<file path="src/ground_line_below_point_query_macros.svh">
// Assertion macros for the ground line query block.
// Included by the top level; needs a clock named aclk and reset aresetn in scope.
`ifndef GROUND_LINE_BELOW_POINT_QUERY_MACROS_SVH
`define GROUND_LINE_BELOW_POINT_QUERY_MACROS_SVH
`ifndef NO_ASSERTIONS
`define GLBPQ_ASSERT(lbl, prop, msg) \
    lbl: assert property (@(posedge aclk) disable iff (!aresetn) prop) else $error(msg);
`define GLBPQ_ASSERT_ALWAYS(lbl, prop, msg) \
    lbl: assert property (@(posedge aclk) prop) else $error(msg);
`else
`define GLBPQ_ASSERT(lbl, prop, msg)
`define GLBPQ_ASSERT_ALWAYS(lbl, prop, msg)
`endif
`endif

</file>
<file path="src/glbpq_pkg.sv">
// Shared types and constants of the ground line query block.
// No dependencies.
`timescale 1ns / 1ps
`default_nettype none
package glbpq_pkg;
    localparam int OP_W     = 2;
    localparam int STATUS_W = 2;
    localparam int TOL_W    = 16;
    localparam logic [TOL_W-1:0] TOL_RESET = 16'd2560;

    typedef enum logic [OP_W-1:0] {
        OP_ADD   = 2'd0,
        OP_CLEAR = 2'd1,
        OP_QUERY = 2'd2,
        OP_NONE  = 2'd3
    } op_t;

    typedef enum logic [STATUS_W-1:0] {
        ST_OK     = 2'd0,
        ST_NOLINE = 2'd1,
        ST_FULL   = 2'd2
    } status_t;

    typedef enum logic [2:0] {
        S_IDLE, S_READ, S_CHECK, S_DIV, S_FINISH, S_OUT
    } state_t;

    typedef enum logic [1:0] {
        D_IDLE, D_MUL, D_RUN
    } div_state_t;

    // handshake between sequencer and the mul-div unit
    typedef struct packed {
        logic start;
        logic busy;
        logic done;
    } div_ctl_t;
endpackage
`default_nettype wire

</file>
<file path="src/glbpq_muldiv.sv">
// Iterative unit: floor(a * b / d), one product then one quotient bit per cycle.
// Depends on glbpq_pkg.
`timescale 1ns / 1ps
`default_nettype none
module glbpq_muldiv #(
    parameter int W = 25
) (
    input  wire logic                aclk,
    input  wire logic                aresetn,
    input  wire logic                start,
    input  wire logic [W-1:0]        a,
    input  wire logic [W-1:0]        b,
    input  wire logic [W-1:0]        d,
    output glbpq_pkg::div_ctl_t      ctl,
    output logic      [W-1:0]        quot
);
    import glbpq_pkg::*;

    localparam int PW = 2 * W;
    localparam int CW = $clog2(PW);

    div_state_t      state_reg, state_next;
    logic [W-1:0]    a_reg, b_reg, d_reg;
    logic [PW-1:0]   prod_reg, prod_next;
    logic [W-1:0]    rem_reg, rem_next;
    logic [W-1:0]    quot_reg, quot_next;
    logic [CW-1:0]   cnt_reg, cnt_next;
    logic            done_reg, done_next;
    logic [W:0]      rem_shift, rem_diff;

    // control registers
    always_ff @(posedge aclk) begin
        if (!aresetn) begin
            state_reg <= D_IDLE;
            done_reg  <= 1'b0;
        end else begin
            state_reg <= state_next;
            done_reg  <= done_next;
        end
    end

    // datapath registers
    always_ff @(posedge aclk) begin
        if (start) begin
            a_reg <= a;
            b_reg <= b;
            d_reg <= d;
        end
        prod_reg <= prod_next;
        rem_reg  <= rem_next;
        quot_reg <= quot_next;
        cnt_reg  <= cnt_next;
    end

    // restoring division step
    assign rem_shift = {rem_reg, prod_reg[PW-1]};
    assign rem_diff  = rem_shift - {1'b0, d_reg};

    always_comb begin
        state_next = state_reg;
        prod_next  = prod_reg;
        rem_next   = rem_reg;
        quot_next  = quot_reg;
        cnt_next   = cnt_reg;
        done_next  = 1'b0;
        unique case (state_reg)
            D_IDLE: begin
                if (start) state_next = D_MUL;
            end
            D_MUL: begin
                // full-width product of the two operands
                prod_next  = {{W{1'b0}}, a_reg} * {{W{1'b0}}, b_reg};
                rem_next   = '0;
                cnt_next   = '0;
                state_next = D_RUN;
            end
            D_RUN: begin
                prod_next = {prod_reg[PW-2:0], 1'b0};
                if (!rem_diff[W]) begin
                    rem_next  = rem_diff[W-1:0];
                    quot_next = {quot_reg[W-2:0], 1'b1};
                end else begin
                    rem_next  = rem_shift[W-1:0];
                    quot_next = {quot_reg[W-2:0], 1'b0};
                end
                cnt_next = cnt_reg + 1'b1;
                if (cnt_reg == CW'(PW - 1)) begin
                    state_next = D_IDLE;
                    done_next  = 1'b1;
                end
            end
            default: state_next = D_IDLE;
        endcase
    end

    assign ctl.start = start;
    assign ctl.busy  = (state_reg != D_IDLE);
    assign ctl.done  = done_reg;
    assign quot      = quot_reg;
endmodule
`default_nettype wire

</file>
<file path="config.mk">
export PLATFORM = sky130hd
export DESIGN_NAME = glbpq_muldiv
export DESIGN_NICKNAME = d
export VERILOG_FILES = /design/src/ground_line_below_point_query_macros.svh /design/src/glbpq_pkg.sv /design/src/glbpq_muldiv.sv
export SDC_FILE = /design/constraint.sdc
export NUM_CORES = 2
export LEC_CHECK = 0
export BUFFER_PORTS_ARGS = -buffer_cell sky130_fd_sc_hd__buf_2
export CAP_MARGIN = 15
export CORE_ASPECT_RATIO = 1.5
export CORE_UTILIZATION = 58
export DETAILED_ROUTE_END_ITERATION = 12
export PLACE_DENSITY = 0.87
export SYNTH_ARGS = -nofsm -noshare
export SYNTH_HDL_FRONTEND = slang
export SYNTH_SLANG_ARGS = --single-unit
export TNS_END_PERCENT = 100
</file>
<file path="constraint.sdc">
create_clock -name aclk -period 8 [get_ports aclk]
set_input_delay 0 -clock aclk [delete_from_list [all_inputs] [get_ports aclk]]
set_output_delay 0 -clock aclk [all_outputs]
set_load 0.02 [all_outputs]
</file>
# == Yosys cells after proc, flatten, opt, wreduce, memory -nomap -nowiden ==
# Index checks and enable logic that the tools add are counted.
# classes
add_sub_neg,2
n_mul,1
n_eq_ne,5
mux,9
reduce_logical,5
# ops
cell,n
one-hot mux 50 bit (2 select lines),1
multiplier 25 x 25 -> 50 bit,1
one-hot mux 25 bit (2 select lines),1
subtractor 26 x 25 -> 26 bit,1
two-way mux 25 bit,1
one-hot mux 6 bit (2 select lines),1
"adder 6 x 1 -> 6 bit, second input constant",1
"== test 6 bit, second input constant",1
one-hot mux 2 bit (3 select lines),1
two-way mux 2 bit,2
"!= test 2 bit, second input constant",2
AND reduction 2 bit,2
nonzero test 2 bit,2
"== test 2 x 1 -> 1 bit, second input constant",1
"== test 2 bit, second input constant",1
zero test 2 bit,1
two-way mux 1 bit,2
# word_totals
register_bits,184
inputBits,78
out_inout_bits,28
wordCells,31

# == Logic depth before layout (Yosys ltp) ==
# depth
ltp_word,3
ltp_mapped,27
ltp_nobuf,25

# == Least setup slack after synthesis ==
# Ideal clock, no wire load.
# synth_timing
path_type,register -> register
from,register b_reg[4]
to,"register prod_reg[49], data pin"
setup_ns,0.275
t_arrival_ns,6.566
required_ns,7.725
slack_ns,1.159
path_stages_with_launch,27
n_path_buf,2
period_less_slack_ns,6.841
path_cell_list,edfxtp_1 -> clkbuf_1 -> clkbuf_1 -> nand2_1 -> fa_1 -> inv_1 -> fa_1 -> inv_1 -> fa_1 -> inv_1 -> fa_1 -> inv_1 -> fa_1 -> inv_1 -> fa_1 -> inv_1 -> fa_1 -> inv_1 -> ha_1 -> a21oi_1 -> a21oi_1 -> nor2b_1 -> a31o_2 -> a2111oi_0 -> o21ai_1 -> o2111ai_1 -> o311ai_1
# synth_between
elab_chain_len,2
# synth_lines
item,line_no,rtl
"start, declared",glbpq_muldiv.sv:23,"logic [W-1:0] a_reg, b_reg, d_reg;"
"start signal, assigned",glbpq_muldiv.sv:46,b_reg <= b;
multiplier 25 x 25 -> 50 bit,glbpq_muldiv.sv:72,"prod_next = {{W{1'b0}}, a_reg} * {{W{1'b0}}, b_reg};"
one-hot mux 50 bit (2 select lines),glbpq_muldiv.sv:66,unique case (state_reg)
named net prod_next[49],glbpq_muldiv.sv:24,"logic [PW-1:0] prod_reg, prod_next;"
"end signal, assigned",glbpq_muldiv.sv:49,prod_reg <= prod_next;
"end, declared",glbpq_muldiv.sv:24,
# The timed path passes the listed nets, and every way through them passes these cells.
# A chain may end at the register's enable or synchronous reset.

# == Worst setup path in the final report ==
# layout_timing
from,register b_reg[13]
to,"register prod_reg[42], data pin"
# Same word-level chain as after synthesis.

==> metrics.yaml <==
synth:
  synth_area_per_cell_um2: 9.69
  syn_nets: 3780
  yosysSeqAreaShare_pct: 19.2
  netlist_instances: 2959
  synth_flop_cell: "edfxtp_1"
  ys_warn_count: 0
  synth-edff-count: 181
  synth_most_common_cell: "inv_1"
  synth_top_area_share_pct: 36.8
  netlist_top_cells_count: "inv_1, fa_1, nand2_1, and2_1, ha_1"
  synth_seq_cells: 184
  synth.distinct_cells: 68
  synth.area.top_cells: "fa_1, edfxtp_1, ha_1"
  syn-cell-area_um2: 28700
  yosysTopAreaCell: "fa_1"
  synthArstFlopShare_pct: 0
timing:
  setup_tns_ns: 0
  slew_headroom_pct: 23.8
  timing.final.max_slew_violations: 0
  period_minus_slack_ns: 7.63
  setup_viol: 0
  rsz0062_at_grt: "no"
  finalClockSkew_ns: 0.0235
  hold_slack_ns: 0.0560
  tightestPinTransition_ns: 1.14
  min_period_over_period_pct: 95.4
  fmax_mhz: 131
  finalHoldViolations: 0
flow_run:
  maxCapViolCount: 0
setup_path:
  crit_fanout: 25
  required_ns: 8.28
  start_kind: "flip-flop"
  cpPeakStageDelay_ns: 0.83
  cp-end-kind: "flip-flop"
  path_cells: "and2_1 > fa_1 > inv_1 > fa_1 > inv_1 > fa_1 > fa_1 > fa_1 > fa_1 > inv_1 > fa_1 > inv_1 > ha_1 > and4_1 > nand3_1 > o21ai_0 > o211ai_1 > a211oi_1 > buf_4 > o2111ai_1 > and3_1 > o31ai_1"
  crit_type: "flip-flop to flip-flop"
  crit_top_cell: "fa_1"
  worst_path_max_delay_cell: "edfxtp_1"
  worstPathArrival_ns: 7.92
hold_path:
  min_path_type: "primary input to flip-flop"
routing:
  dr.pass1.iters: 6
  post-route-drc-count: 0
  routed_wl_um: 73000
  wl_per_cell_um: 19.4
  drtIter0Drc: 1667
  ant_nets: 0
  vias: 21339
  vias_per_cell: 5.68
global_routing:
  grt_pass1_wl_um: 117000
  grt_pass1_vias: 23146
  overflow: 0
  grt_usage_pct: 30.3
  grt_start_max_net_pins: 82
  antenna_found_initial: 0
floorplan:
  die_w_um: 184
  die_area_um2: 50400
  core_um2: 48700
  start_util_pct: 58.9
  die_h_um: 274
  ios: 106
  rows: 99
layout:
  antenna_cells: 0
  layout.nets: 3911
  drive_above_1_share_pct: 7.28
  final_cells: 3759
  n_fill_cell: 3546
  areaGrowthSynthToFinish_pct: 9.34
  largest_reg_flops: 50
placement:
  dp.cells: 3651
  io_buffer_count: 105
  gp_congestion: 0.962
  dp_hpwl_um: 55300
cts:
  clkTransAtPathRegs_ns: 0.09
  h-tree-depth: 4
  clock_sinks: 184
  numCtsBuffers: 17
  postCtsSetupRepairBufs: 0
  root_buffer: "clkbuf_16"
  insertion_delay_ns: 0.48
  clock_path_buffers: 2
  cts_tree: "built"
outcome:
  status: "finished clean"
[cell families (layout without fill, tap and decap cells)]
logic type	after synthesis	after routing	synth area share (%)
muxes	23	23	0.825
AOI/OAI and AO/OA	285	285	6.48
xor gates and xnor gates	58	58	1.77
adders and majority gates	743	743	46.2
buffers and inverters	785	929	10.5
DFF	184	184	19.2
and+or+nand+nor	881	881	15.1
[placed cells by master (no fill, tap or decap), types with 11 or more instances in the layout]
master and instances:
inv_1 651, xnor2_1 37, o21ai_0 47, xor2_1 21
a21o_1 39, o21ai_1 26, buf_4 66, nor2_1 76
nand2_1 394, and3_1 17, buf_2 104, dlygate4sd3_1 76
and2_1 317, edfxtp_1 181, clkbuf_16 17, mux2i_1 18
a21oi_1 83, ha_1 214, nand3_1 20, o21a_1 13
nand2b_1 11, fa_1 527
[critical path, delay by kind of cell (launching register included)]
family / cells / cell delay (ns)
buffers and inverters: 5 / 0.40
flip-flops: 1 / 0.83
AND/OR/NAND/NOR: 4 / 0.96
AO/OA/AOI/OAI: 5 / 1.16
adder cells (fa/ha/maj): 8 / 4.07
[layout make-up]
cell class	instances	area (um2)	area share, %
clock buffers	17	425	1.36
clock inverters	15	185	0.591
inverters	651	2440	7.79
multi-input cells	1990	20200	64.5
flip-flops and latches	184	5500	17.5
well taps	656	821	2.62
repair buffers	246	1780	5.67
[per-layer routing]
layer / vias to the layer above / global-route usage [%] / part of all wire, %
li1: 9287 / - / -
met1: 10554 / 34.9 / 35
met2: 1171 / 53.1 / 51
met3: 327 / 5.49 / 7.9
met4: 0 / 17.0 / 6.2
met5: - / 0 / 0
[through the flow]
stage | cell area [um2] | worst slack, ns | utilization (%)
global placement | 30000 | 0.699 | 61.6
global route | 31400 | 0.0959 | 64.4
CTS | 31400 | 0.563 | 64.4
detailed placement | 30000 | 0.601 | 61.6
floorplan | 28700 | 1.16 | -
finish | 31400 | 0.366 | 64.4
[final timing paths]
kind | start | to | slack [ns] | cells past startpoint
max | b_reg[13] | prod_reg[42] | 0.37 | 22
min | start | b_reg[24] | 0.06 | 1
max reg2reg | b_reg[13] | prod_reg[42] | 0.37 | 22
min reg2reg | quot[20] | quot[21] | 0.45 | 0
[timing repair]
action / CTS / global route
hold endpoints to repair: 78 / 0
hold buffers: 76 / 0
resized for setup: 0 / 0
Power is not shown: default switching activity piles up to over one toggle a cycle in this logic, so the estimate is an artifact.
